**src/sv/blep_pkg.sv**
```systemverilog
// Shared constants, types and the step residual table for the band-limited step corrector.
// No dependencies.
`timescale 1ns / 1ps
`default_nettype none
package blep_pkg;

	localparam int TAPS       = 8;
	localparam int STEP       = 5;
	localparam int ROM_OFFSET = 5;
	localparam int RING_DEPTH = 8;
	localparam int ROM_SIZE   = 48;

	localparam int OFFSET_W = 17;
	localparam int AMP_W    = 17;
	localparam int SAMPLE_W = 32;
	localparam int PEND_W   = 4;
	localparam int FRAC_W   = 16;
	localparam int COEF_W   = 16;
	localparam int TERM_W   = AMP_W + COEF_W + 1;

	localparam int POS_W     = (RING_DEPTH > 1) ? $clog2(RING_DEPTH) : 1;
	localparam int TAP_W     = (TAPS > 1) ? $clog2(TAPS) : 1;
	localparam int SCALED_W  = OFFSET_W + $clog2(STEP + 1);
	localparam int PHASE_W   = SCALED_W - FRAC_W;
	localparam int ROM_IDX_W = $clog2(ROM_SIZE);
	localparam int SRC_MAX   = STEP + ROM_OFFSET + (TAPS - 1) * STEP + 1;
	localparam int SRC_W     = ($clog2(SRC_MAX + 1) > ROM_IDX_W) ?
		$clog2(SRC_MAX + 1) : ROM_IDX_W;

	localparam logic [OFFSET_W-1:0] OFFSET_ONE = OFFSET_W'(65536);
	localparam logic                CMD_ADD    = 1'b0;
	localparam logic                CMD_RUN    = 1'b1;

	typedef enum logic [1:0] {
		ST_IDLE,
		ST_ADD,
		ST_DRAIN,
		ST_RUN
	} blep_state_t;

	// One tap handed to the coefficient pipeline.
	typedef struct packed {
		logic             vld;
		logic [SRC_W-1:0] src;
		logic [POS_W-1:0] pos;
	} tap_req_t;

	// Ring access requests coming back from the coefficient pipeline.
	typedef struct packed {
		logic             rd_vld;
		logic [POS_W-1:0] rd_pos;
		logic             wr_vld;
		logic [POS_W-1:0] wr_pos;
		logic             busy;
	} tap_stat_t;

	localparam logic signed [COEF_W-1:0] STEP_ROM [ROM_SIZE] = '{
		16'sd32753, 16'sd32747, 16'sd32747, 16'sd32746, 16'sd32727, 16'sd32657,
		16'sd32480, 16'sd32102, 16'sd31384, 16'sd30138, 16'sd28158, 16'sd25262,
		16'sd21363, 16'sd16532, 16'sd11058, 16'sd5437,  16'sd312,   -16'sd3660,
		-16'sd5954, -16'sd6428, -16'sd5206, -16'sd2851, -16'sd131,  16'sd2177,
		16'sd3502,  16'sd3629,  16'sd2720,  16'sd1268,  -16'sd193,  -16'sd1184,
		-16'sd1477, -16'sd1123, -16'sd384,  16'sd397,   16'sd937,   16'sd1107,
		16'sd940,   16'sd584,   16'sd229,   16'sd0,     16'sd0,     16'sd0,
		16'sd0,     16'sd0,     16'sd0,     16'sd0,     16'sd0,     16'sd0
	};

	// Entries past the end of the table read as zero.
	function automatic logic signed [COEF_W-1:0] rom_coef(input logic [SRC_W-1:0] idx);
		logic signed [COEF_W-1:0] v;
		v = '0;
		if (idx < SRC_W'(ROM_SIZE)) begin
			v = STEP_ROM[idx[ROM_IDX_W-1:0]];
		end
		return v;
	endfunction

endpackage
`default_nettype wire

```
**src/sv/blep_item_if.sv**
```systemverilog
// Input channel: command, offset and amplitude with valid/ready.
// Depends on blep_pkg.
`timescale 1ns / 1ps
`default_nettype none
interface blep_item_if;
	import blep_pkg::*;

	logic                       valid;
	logic                       ready;
	logic                       cmd;
	logic [OFFSET_W-1:0]        offset;
	logic signed [AMP_W-1:0]    amplitude;

	modport source (output valid, output cmd, output offset, output amplitude, input ready);
	modport sink   (input valid, input cmd, input offset, input amplitude, output ready);
endinterface
`default_nettype wire

```
**src/sv/blep_result_if.sv**
```systemverilog
// Output channel: correction sample and pending count with valid/ready.
// Depends on blep_pkg.
`timescale 1ns / 1ps
`default_nettype none
interface blep_result_if;
	import blep_pkg::*;

	logic                       valid;
	logic                       ready;
	logic signed [SAMPLE_W-1:0] sample;
	logic [PEND_W-1:0]          pending;

	modport source (output valid, output sample, output pending, input ready);
	modport sink   (input valid, input sample, input pending, output ready);
endinterface
`default_nettype wire

```
**src/sv/blep_ram.sv**
```systemverilog
// Generic single-write, single-read RAM with a registered read port.
// No dependencies.
`timescale 1ns / 1ps
`default_nettype none
module blep_ram #(
	parameter int WIDTH = 32,
	parameter int DEPTH = 8
) (
	input  wire logic                             clk,
	input  wire logic                             we,
	input  wire logic [$clog2(DEPTH)-1:0]         waddr,
	input  wire logic [WIDTH-1:0]                 wdata,
	input  wire logic                             re,
	input  wire logic [$clog2(DEPTH)-1:0]         raddr,
	output      logic [WIDTH-1:0]                 rdata
);
	logic [WIDTH-1:0] mem_q [DEPTH];

	always_ff @(posedge clk) begin
		if (we) begin
			mem_q[waddr] <= wdata;
		end
		// hold read data until the next read
		if (re) begin
			rdata <= mem_q[raddr];
		end
	end
endmodule
`default_nettype wire

```
**src/sv/blep_interp.sv**
```systemverilog
// Coefficient pipeline: table lookup, fractional interpolation, amplitude scaling.
// Depends on blep_pkg.
`timescale 1ns / 1ps
`default_nettype none
module blep_interp (
	input  wire logic                               clk,
	input  wire logic                               arst_n,
	input  wire blep_pkg::tap_req_t                 req,
	input  wire logic [blep_pkg::FRAC_W-1:0]        frac,
	input  wire logic signed [blep_pkg::AMP_W-1:0]  amp,
	output      blep_pkg::tap_stat_t                stat,
	output      logic signed [blep_pkg::TERM_W-1:0] term
);
	import blep_pkg::*;

	localparam int DIFF_W = COEF_W + 1;
	localparam int PROD_W = DIFF_W + FRAC_W + 1;
	localparam int QUOT_W = PROD_W + 1 - FRAC_W;

	logic                       v_s1, v_s2, v_s3;
	logic [POS_W-1:0]           pos_s1, pos_s2, pos_s3;
	logic signed [COEF_W-1:0]   a_s1, a_s2;
	logic signed [DIFF_W-1:0]   d_s1;
	logic signed [PROD_W-1:0]   p_s2;
	logic signed [TERM_W-1:0]   term_s3;

	logic signed [COEF_W-1:0]   coef_a, coef_b;
	logic signed [PROD_W:0]     rnd;
	logic signed [QUOT_W-1:0]   quot;
	logic signed [QUOT_W-1:0]   c_wide;
	logic signed [DIFF_W-1:0]   c;

	always_comb begin
		coef_a = rom_coef(req.src);
		coef_b = rom_coef(req.src + SRC_W'(1));
		// add half, then floor by an arithmetic shift
		rnd    = {p_s2[PROD_W-1], p_s2} + (PROD_W+1)'(32768);
		quot   = rnd[PROD_W:FRAC_W];
		c_wide = QUOT_W'(a_s2) + quot;
		c      = c_wide[DIFF_W-1:0];
	end

	always_ff @(posedge clk or negedge arst_n) begin
		if (!arst_n) begin
			v_s1 <= 1'b0;
			v_s2 <= 1'b0;
			v_s3 <= 1'b0;
		end else begin
			v_s1 <= req.vld;
			v_s2 <= v_s1;
			v_s3 <= v_s2;
		end
	end

	always_ff @(posedge clk) begin
		a_s1    <= coef_a;
		d_s1    <= DIFF_W'(coef_b) - DIFF_W'(coef_a);
		pos_s1  <= req.pos;
		a_s2    <= a_s1;
		p_s2    <= PROD_W'(d_s1) * PROD_W'($signed({1'b0, frac}));
		pos_s2  <= pos_s1;
		term_s3 <= TERM_W'(amp) * TERM_W'(c);
		pos_s3  <= pos_s2;
	end

	always_comb begin
		stat.rd_vld = v_s2;
		stat.rd_pos = pos_s2;
		stat.wr_vld = v_s3;
		stat.wr_pos = pos_s3;
		stat.busy   = v_s1 | v_s2;
		term        = term_s3;
	end
endmodule
`default_nettype wire

```
**src/sv/blep_step_synthesizer_unit.sv**
```systemverilog
// Band-limited step corrector top level: sequencer, ring memory and result register.
// Depends on blep_pkg, blep_item_if, blep_result_if, blep_ram and blep_interp.
`timescale 1ns / 1ps
`default_nettype none
// A transfer with cmd = add places a band-limited step of the given amplitude at a
// sub-sample offset (Q0.16, 65536 = 1.0; larger offsets are dropped) into an 8-entry ring
// of 32-bit Q.15 correction sums, starting at the read position, and sets the pending
// count to 8. A transfer with cmd = run returns the sum at the read position, clears that
// entry, advances the ring and decrements the pending count (held at zero). Each add walks
// the 8 taps through the ring memory, one read-modify-write per cycle behind a three-stage
// coefficient pipeline; the next item is taken once the last write-back has landed. A run
// waits for the registered memory read; a dropped add leaves the unit idle. Add produces no
// result transfer; run produces exactly one. The result register lets a new item enter
// while a finished sample waits; a second run waits for that register to free up.
// The ring comes out of reset all zero through per-entry valid flags, with no clearing pass.
module blep_step_synthesizer_unit (
	input  wire logic     clk,
	input  wire logic     arst_n,
	blep_item_if.sink     item,
	blep_result_if.source result
);
	import blep_pkg::*;

	blep_state_t                 state_q, state_d;
	logic [SRC_W-1:0]            src_q;
	logic [POS_W-1:0]            pos_q;
	logic [TAP_W-1:0]            tap_q;
	logic [FRAC_W-1:0]           frac_q;
	logic signed [AMP_W-1:0]     amp_q;
	logic [POS_W-1:0]            rd_pos_q;
	logic [PEND_W-1:0]           pending_q;
	logic [RING_DEPTH-1:0]       ent_vld_q;
	logic                        run_vld_q;
	logic                        out_vld_q;
	logic signed [SAMPLE_W-1:0]  sample_q;
	logic [PEND_W-1:0]           pend_out_q;

	logic                        acc, add_go, run_go, issue, load_out, last_tap;
	logic [SCALED_W-1:0]         scaled;
	logic [SRC_W-1:0]            src0;
	tap_req_t                    req;
	tap_stat_t                   stat;
	logic signed [TERM_W-1:0]    term;
	logic                        ram_re;
	logic [POS_W-1:0]            ram_raddr;
	logic [SAMPLE_W-1:0]         ram_rdata;
	logic signed [SAMPLE_W-1:0]  old_sum;
	logic signed [SAMPLE_W+2:0]  sum_wide;
	logic signed [SAMPLE_W-1:0]  sum_sat;

	function automatic logic [POS_W-1:0] ring_next(input logic [POS_W-1:0] p);
		return (p == POS_W'(RING_DEPTH - 1)) ? '0 : p + POS_W'(1);
	endfunction

	// Transfer decode.
	always_comb begin
		acc      = item.valid & item.ready;
		add_go   = acc & (item.cmd == CMD_ADD) & (item.offset <= OFFSET_ONE);
		run_go   = acc & (item.cmd == CMD_RUN);
		scaled   = SCALED_W'(item.offset) * SCALED_W'(STEP);
		src0     = SRC_W'(scaled[SCALED_W-1:FRAC_W]) + SRC_W'(ROM_OFFSET);
		last_tap = (tap_q == TAP_W'(TAPS - 1));
	end

	// Next state.
	always_comb begin
		state_d = state_q;
		case (state_q)
			ST_IDLE: begin
				if (add_go) begin
					state_d = ST_ADD;
				end else if (run_go) begin
					state_d = ST_RUN;
				end
			end
			ST_ADD: begin
				if (last_tap) begin
					state_d = ST_DRAIN;
				end
			end
			ST_DRAIN: begin
				// last write-back lands at this edge once stages one and two are empty
				if (!stat.busy) begin
					state_d = ST_IDLE;
				end
			end
			ST_RUN: begin
				if (load_out) begin
					state_d = ST_IDLE;
				end
			end
			default: state_d = ST_IDLE;
		endcase
	end

	// State outputs.
	always_comb begin
		item.ready = 1'b0;
		issue      = 1'b0;
		load_out   = 1'b0;
		case (state_q)
			ST_IDLE:  item.ready = 1'b1;
			ST_ADD:   issue = 1'b1;
			ST_DRAIN: issue = 1'b0;
			ST_RUN:   load_out = !out_vld_q || result.ready;
			default:  item.ready = 1'b0;
		endcase
	end

	always_ff @(posedge clk or negedge arst_n) begin
		if (!arst_n) begin
			state_q   <= ST_IDLE;
			rd_pos_q  <= '0;
			pending_q <= '0;
			ent_vld_q <= '0;
			out_vld_q <= 1'b0;
			tap_q     <= '0;
		end else begin
			state_q <= state_d;
			if (add_go) begin
				pending_q <= PEND_W'(TAPS);
				tap_q     <= '0;
			end
			if (issue) begin
				tap_q <= tap_q + TAP_W'(1);
			end
			if (run_go) begin
				// clear the slot by dropping its valid flag, advance the ring
				ent_vld_q[rd_pos_q] <= 1'b0;
				rd_pos_q            <= ring_next(rd_pos_q);
				if (pending_q != '0) begin
					pending_q <= pending_q - PEND_W'(1);
				end
			end
			if (stat.wr_vld) begin
				ent_vld_q[stat.wr_pos] <= 1'b1;
			end
			if (load_out) begin
				out_vld_q <= 1'b1;
			end else if (result.ready) begin
				out_vld_q <= 1'b0;
			end
		end
	end

	// Per-add operands (held stable while the pipeline runs), tap walk and run result capture.
	always_ff @(posedge clk) begin
		if (add_go) begin
			src_q  <= src0;
			pos_q  <= rd_pos_q;
			frac_q <= scaled[FRAC_W-1:0];
			amp_q  <= item.amplitude;
		end
		if (issue) begin
			src_q <= src_q + SRC_W'(STEP);
			pos_q <= ring_next(pos_q);
		end
		if (run_go) begin
			run_vld_q <= ent_vld_q[rd_pos_q];
		end
		if (load_out) begin
			sample_q   <= run_vld_q ? $signed(ram_rdata) : '0;
			pend_out_q <= pending_q;
		end
	end

	always_comb begin
		req.vld = issue;
		req.src = src_q;
		req.pos = pos_q;
	end

	blep_interp u_interp (
		.clk    (clk),
		.arst_n (arst_n),
		.req    (req),
		.frac   (frac_q),
		.amp    (amp_q),
		.stat   (stat),
		.term   (term)
	);

	// Ring read: a run reads the read position, an add reads one stage ahead of write-back.
	always_comb begin
		ram_re    = run_go | stat.rd_vld;
		ram_raddr = run_go ? rd_pos_q : stat.rd_pos;
		old_sum   = ent_vld_q[stat.wr_pos] ? $signed(ram_rdata) : '0;
		sum_wide  = (SAMPLE_W+3)'(old_sum) + (SAMPLE_W+3)'(term);
		// saturate to the signed 32-bit range
		if (sum_wide[SAMPLE_W+2:SAMPLE_W-1] == '0 || sum_wide[SAMPLE_W+2:SAMPLE_W-1] == '1) begin
			sum_sat = sum_wide[SAMPLE_W-1:0];
		end else if (sum_wide[SAMPLE_W+2]) begin
			sum_sat = {1'b1, {(SAMPLE_W-1){1'b0}}};
		end else begin
			sum_sat = {1'b0, {(SAMPLE_W-1){1'b1}}};
		end
	end

	blep_ram #(
		.WIDTH (SAMPLE_W),
		.DEPTH (RING_DEPTH)
	) u_ring (
		.clk   (clk),
		.we    (stat.wr_vld),
		.waddr (stat.wr_pos),
		.wdata (sum_sat),
		.re    (ram_re),
		.raddr (ram_raddr),
		.rdata (ram_rdata)
	);

	always_comb begin
		result.valid   = out_vld_q;
		result.sample  = sample_q;
		result.pending = pend_out_q;
	end

`ifndef SYNTH
	a_wr_only_in_add: assert property (@(posedge clk) disable iff (!arst_n)
		stat.wr_vld |-> (state_q == ST_ADD || state_q == ST_DRAIN))
		else $error("ring write outside an add");
	a_idle_quiet: assert property (@(posedge clk) disable iff (!arst_n)
		item.ready |-> (!stat.busy && !stat.wr_vld))
		else $error("item taken while the tap pipeline is busy");
	a_pending_range: assert property (@(posedge clk) disable iff (!arst_n)
		pending_q <= PEND_W'(TAPS))
		else $error("pending count above tap count");
	a_run_reads: assert property (@(posedge clk) disable iff (!arst_n)
		run_go |=> (state_q == ST_RUN))
		else $error("run transfer did not start a ring read");
`endif
endmodule
`default_nettype wire
```
**src/flat_wrapper.sv**
```systemverilog
// flat-port wrapper written by rule: the top's interface ports become plain ports
module blep_step_synthesizer_unit_flat import blep_pkg::*;
  (clk, arst_n, item_valid, item_cmd, item_offset, item_amplitude, item_ready, result_valid, result_sample, result_pending, result_ready);
  blep_item_if item_i ();
  blep_result_if result_i ();
  input  wire logic clk;
  input  wire logic arst_n;
  input wire logic [$bits(item_i.valid)-1:0] item_valid;
  input wire logic [$bits(item_i.cmd)-1:0] item_cmd;
  input wire logic [$bits(item_i.offset)-1:0] item_offset;
  input wire logic [$bits(item_i.amplitude)-1:0] item_amplitude;
  output wire logic [$bits(item_i.ready)-1:0] item_ready;
  output wire logic [$bits(result_i.valid)-1:0] result_valid;
  output wire logic [$bits(result_i.sample)-1:0] result_sample;
  output wire logic [$bits(result_i.pending)-1:0] result_pending;
  input wire logic [$bits(result_i.ready)-1:0] result_ready;
  assign item_i.valid = item_valid;
  assign item_i.cmd = item_cmd;
  assign item_i.offset = item_offset;
  assign item_i.amplitude = item_amplitude;
  assign item_ready = item_i.ready;
  assign result_valid = result_i.valid;
  assign result_sample = result_i.sample;
  assign result_pending = result_i.pending;
  assign result_i.ready = result_ready;
  blep_step_synthesizer_unit u_core (.clk(clk), .arst_n(arst_n), .item(item_i), .result(result_i));
endmodule
```
**config.mk**
```make
export PLATFORM = sky130hd
export DESIGN_NAME = blep_step_synthesizer_unit_flat
export DESIGN_NICKNAME = d
export VERILOG_FILES = /design/src/sv/blep_pkg.sv /design/src/sv/blep_item_if.sv /design/src/sv/blep_result_if.sv /design/src/sv/blep_ram.sv /design/src/sv/blep_interp.sv /design/src/sv/blep_step_synthesizer_unit.sv /design/src/flat_wrapper.sv
export SDC_FILE = /design/constraint.sdc
export NUM_CORES = 2
export LEC_CHECK = 0
export ABC_AREA = 1
export BUFFER_PORTS_ARGS = -buffer_cell sky130_fd_sc_hd__buf_2
export CORE_MARGIN = 2
export CORE_UTILIZATION = 25
export DETAILED_ROUTE_END_ITERATION = 8
export HOLD_SLACK_MARGIN = 0.02
export PLACE_DENSITY = 0.38
export SYNTH_ARGS = -nofsm -noshare
export SYNTH_HDL_FRONTEND = slang
export SYNTH_SLANG_ARGS = --single-unit
export TNS_END_PERCENT = 50
```
**constraint.sdc**
```tcl
create_clock -name clk -period 21.8 [get_ports clk]
set_clock_uncertainty 0.1 [all_clocks]
set_input_delay 2.18 -clock clk [delete_from_list [all_inputs] [get_ports clk]]
set_output_delay 2.18 -clock clk [all_outputs]
set_load 0.05 [all_outputs]
```
## Word level (Yosys, flattened, before mapping)

Memories as Yosys holds them, arrays and structs flattened. A register that Yosys moved wholly into a read port is not among the register bits.
Index checks and enable logic that the tools add are counted.

- Register bits: 228
- Memory bits (writable): 256
- ROM bits: 2048
- Input port bits: 39
- Output and inout port bits: 38
- Logic and storage cells: 128
- Memories: 3

- Add/subtract/negate cells: 11
- Multipliers: 3
- Magnitude comparators: 9
- Equal/unequal tests: 11
- Multiplexer cells: 44
- Bitwise logic cells: 12
- Reduce and logical (&&, ||, !) cells: 11

Memories:

| memory | words | bits a word | read ports | clocked after Yosys merged registers in | wr ports | line | text |
|---|---|---|---|---|---|---|---|
| (name not given) | 64 | 16 | 1 | 0 | 0 | blep_pkg.sv:73 | `v = STEP_ROM[idx[ROM_IDX_W-1:0]];` |
| (name not given) | 64 | 16 | 1 | 0 | 0 | blep_pkg.sv:73 |  |
| u_core.u_ring.mem_q | 8 | 32 | 1 | 1 | 1 | blep_ram.sv:17 | `logic [WIDTH-1:0] mem_q [DEPTH];` |

Operators by type and width:

| operator | number |
|---|---|
| $mux W16 | 6 |
| $mux W32 | 3 |
| $add A32 B34 Y35 | 1 |
| $mul A17 B17 Y34 | 1 |
| $add A33 B17 Y33 const B | 1 |
| $mul A17 B17 Y33 | 1 |
| $mux W3 | 7 |
| $mul A17 B3 Y20 const B | 1 |
| $add A16 B17 Y17 | 1 |
| $le A17 B17 Y1 const B | 1 |
| $sub A16 B16 Y17 | 1 |
| $mux W8 | 2 |
| $ge A7 B7 Y1 const B | 2 |
| $not A6 Y7 | 2 |
| $lt A6 B6 Y1 const B | 2 |
| $mux W4 | 3 |
| $mux W6 | 2 |
| $mux W1 | 11 |
| $mux W2 | 5 |
| $add A3 B1 Y3 const B | 3 |
| $eq A3 B3 Y1 const B | 3 |
| $and A8 B8 Y8 | 1 |
| $lt A3 B4 Y1 const B | 2 |
| $not A8 Y8 | 1 |
| 26 further kinds | 38 |

## Longest topological paths before layout

- Word-level depth: 9
- Gate-level depth with buffers: 43
- Gate-level depth less buffers: 42

## Cells and area by module

From an unflattened synthesis, not the netlist that was laid out.

- Cells, all modules: 6046
- Area, all modules: 48957.0 um2

By module, submodules not included:

| module | times used | cells each | area each (um2) | sequential area each (um2) |
|---|---|---|---|---|
| blep_interp | 1 | 3798 | 28770.1 | 2277.2 |
| blep_ram | 1 | 1156 | 12192.9 | 8648.3 |
| blep_step_synthesizer_unit | 1 | 1092 | 7993.9 | 2897.8 |

## Worst setup path before layout

Ideal clock, no wire load.

- Kind: reg-to-reg
- Start point: reg u_core.u_interp.p_s2[15]
- End point: reg u_core.u_interp.term_s3[33], in the netlist u_core.u_interp.term[33]
- Library setup time: 0.118 ns
- Arrival time: 7.306 ns
- Required time: 21.582 ns
- Setup slack: 14.276 ns
- Stages on the path, launching flop included: 37
- Path buffers: 1
- Period minus slack after synthesis: 7.524 ns
- Cells stage by stage: dfxtp_1 > ha_1 > nand2_1 > nor2_1 > nand2_1 > nor2_1 > nand2_1 > nor2_1 > nand3_1 > nor3_1 > xor2_1 > ha_1 > inv_1 > o21ai_0 > a21oi_1 > o21bai_1 > a21oi_1 > nand3_1 > nand2_2 > buf_6 > nor2_1 > fa_1 > inv_1 > fa_1 > fa_1 > fa_1 > inv_1 > fa_1 > inv_1 > fa_1 > inv_1 > ha_1 > a21oi_1 > o21ai_0 > a221o_1 > nor3_1 > nor2_1

- Longest elaborated chain between the ends: 3

RTL lines:

| item | line | text |
|---|---|---|
| from (decl) | blep_interp.sv:24 | `logic signed [PROD_W-1:0] p_s2;` |
| from (signal assigned) | blep_interp.sv:60 | `p_s2 <= PROD_W'(d_s1) * PROD_W'($signed({1'b0, frac}));` |
| $add A33 B17 Y33 | blep_interp.sv:37 | `rnd = {p_s2[PROD_W-1], p_s2} + (PROD_W+1)'(32768);` |
| $add A16 B17 Y17 | blep_interp.sv:39 | `c_wide = QUOT_W'(a_s2) + quot;` |
| $mul A17 B17 Y34 | blep_interp.sv:62 | `term_s3 <= TERM_W'(amp) * TERM_W'(c);` |
| to (signal assigned) | blep_interp.sv:62 |  |
| to (decl) | blep_interp.sv:25 | `logic signed [TERM_W-1:0] term_s3;` |

Every way passes these cells.
A chain may end at the register's enable or synchronous reset.

## Worst setup path after layout

- Start point: reg u_core.u_interp.p_s2[15]
- End point: reg u_core.u_interp.term_s3[24], in the netlist u_core.u_interp.term[24]

Same word-level chain as after synthesis.

==> results.json <==
{
  "outcome": "finished clean",
  "yosysTopAreaCellShare_pct": 24.9,
  "area_growth_pct": 11.4,
  "gp_congestion": 0.871,
  "cp_data_required_time_ns": 22.21,
  "synth_area_mm2": 0.0461,
  "clkLatencyLatePin_ns": 0.66,
  "async_flop_share_pct": 4.79,
  "grt_pass1_wl_um": 222000,
  "max-cap-violations": 0,
  "cts_buffer_depth": 3,
  "post-route-period-util_pct": 39.0,
  "port_buffers": 76,
  "ys_warn_count": 0,
  "overflow": 0,
  "core_area_mm2": 0.183,
  "grt_usage_pct": 15.5,
  "cts_tree": "done",
  "synth.area.top_cells": "fa_1, edfxtp_1, inv_1",
  "synth.largest_area_cell": "fa_1",
  "clk_root_buffer_cell": "clkbuf_16",
  "cp-end-kind": "flip-flop",
  "synth-edff-count": 367,
  "cts_setup_buffers": 0,
  "setup_viol": 0,
  "wirelength_um": 143000,
  "clk_pin_slew_ns": 0.06,
  "drv_slew": 0,
  "critPathSlowestCell": "nand2_1",
  "syn-instance-count": 5240,
  "die_x_um": 434,
  "synth_cell_types": 61,
  "vias": 33900,
  "grt_max_degree": 97,
  "ant_nets": 0,
  "antenna_found_initial": 8,
  "drt_iter0_drc": 1811,
  "num-nets-final": 6146,
  "wire_per_inst_um": 18.4,
  "cp.arrival_ns": 8.91,
  "drtPass1Iterations": 6,
  "finalCriticalPeriod_ns": 8.50,
  "cp_max_fo": 11,
  "start_util_pct": 25.2,
  "dieArea_mm2": 0.188,
  "drive_gt1_share_pct": 5.70,
  "synth_common_cells": "inv_1, nand2_1, fa_1",
  "worstSetupStartpointType": "flip-flop",
  "pin_count": 77,
  "rows": 157,
  "ys_ff_latch": 501,
  "grt_pass1_vias": 36600,
  "crit_buf_inv": 6,
  "rsz0062_at_grt": "false",
  "syn_nets": 6139,
  "path_delay_family": "adder cells",
  "ys.flop_type": "edfxtp_1",
  "numCtsBuffers": 66,
  "hpwlAfterDp_um": 108000,
  "synth.avg_cell_area_um2": 8.80,
  "crit_top_cell": "nand2_1",
  "nFillCells": 19800,
  "hold_buffers": 0,
  "crit_type": "flip-flop to flip-flop",
  "ys_seq_area_share_pct": 30.0,
  "clock_sinks": 501,
  "clock.fmax_mhz": 118,
  "die_h_um": 434,
  "finalHoldViolations": 0,
  "cts-resized-gates": 0,
  "viasPerCell": 4.37,
  "maxSlewHeadroom_pct": 22.9,
  "hold_class": "flip-flop to flip-flop",
  "htreeDepth": 3,
  "tightest_slew_ns": 1.16,
  "setup-tns-final_ns": 0,
  "worst_slack_ns": 13.30,
  "crit_path_max_incr_delay_ns": 0.55,
  "preCtsSetupSlack_ns": 13.40,
  "drc_errors": 0,
  "synth_most_common_cell": "inv_1"
}
[logic make-up (layout without fill, tap and decap cells)]
kind of cell               count (synthesis)  after routing  synth area share (%)
adders and majority gates                860            860                  32.7
and+or+nand+nor                         1765           1765                  15.4
DFF                                      501            501                  30.0
other                                      0              1                     0
xor gates and xnor gates                 136            136                  2.58
muxes                                     32             32                 0.781
buffers and inverters                   1315           1370                  10.9
AOI/OAI and AO/OA                        631            631                  7.72
[final timing paths]
check / to / from / slack, ns / cells after the start
worst max register to register: u_core.u_interp.term[24] / u_core.u_interp.p_s2[15] / 13.30 / 36
worst min-delay path: u_core.u_interp.a_s2[5] / u_core.u_interp.a_s1[5] / 0.22 / 0
worst max-delay path: u_core.u_interp.term[24] / u_core.u_interp.p_s2[15] / 13.30 / 36
worst min register to register: u_core.u_interp.a_s2[5] / u_core.u_interp.a_s1[5] / 0.22 / 0
min in group asynchronous: u_core.pending_q[1] / arst_n / 1.44 / 1
max in group asynchronous: u_core.u_interp.v_s3 / arst_n / 19.78 / 1
[sequential cells by signal, indices dropped and copies added, names as in the netlist, 17 cells and up]
| register | flops |
|---|---|
| u_core.amp_q | 17 |
| u_core.result.sample | 32 |
| u_core.u_interp.d_s1 | 17 |
| u_core.u_interp.p_s2 | 18 |
| u_core.u_interp.term | 34 |
| u_core.u_ring.mem_q | 256 |
| u_core.u_ring.rdata | 32 |
[area by class of cell]
class | instances | area (um^2) | share of cell area [%]
diodes | 1 | 2.50 | 0.00487
clock buffers | 80 | 1740 | 3.38
clock inverters | 36 | 368 | 0.716
inverters | 1129 | 4240 | 8.25
multi-input cells | 3424 | 27400 | 53.3
flip-flops and latches | 501 | 13800 | 26.9
well taps | 2464 | 3080 | 6.00
repair buffers | 125 | 748 | 1.46
[per-layer routing]
layer	wire, um	GRT usage [%]	vias up
li1	-	-	16300
met5	0	0	-
met3	4600	1.62	144
met2	72400	27.9	589
met1	62500	19.6	16900
met4	3410	4.07	0
[worst reg2reg max path: cells and delay by family (launching register included)]
| kind | cells | cell delay [ns] |
|---|---|---|
| adder cells (fa/ha/maj) | 9 | 3.81 |
| AND/OR/NAND/NOR | 13 | 2.21 |
| AO/OA/AOI/OAI | 6 | 1.25 |
| buffers and inverters | 6 | 0.35 |
| flip-flops | 1 | 0.33 |
| XOR/XNOR | 2 | 0.31 |
[metrics by stage]
stage               hold WS, ns  cells  util [%]  cell area (um^2)
global placement          0.210   7643      26.9             49300
detailed placement        0.213   7643      26.9             49300
finish                    0.222   7760      28.0             51400
floorplan                 0.210   5240         -             46100
CTS                       0.220   7759      28.0             51400
global route              0.216   7759      28.0             51400
[cell usage in the layout, fill, tap and decap left out, types with 49 or more instances in the layout]
cell type / count
nand2_1: 986
a21oi_1: 178
fa_1: 573
dfxtp_1: 110
nand3_1: 183
ha_1: 287
o21ai_0: 262
inv_1: 1118
edfxtp_1: 367
xor2_1: 86
xnor2_1: 50
clkbuf_16: 67
buf_2: 76
nor2_1: 493
o22ai_1: 69
buf_4: 49
Power is not shown: default switching activity piles up to over one toggle a cycle in this logic, so the estimate is an artifact.
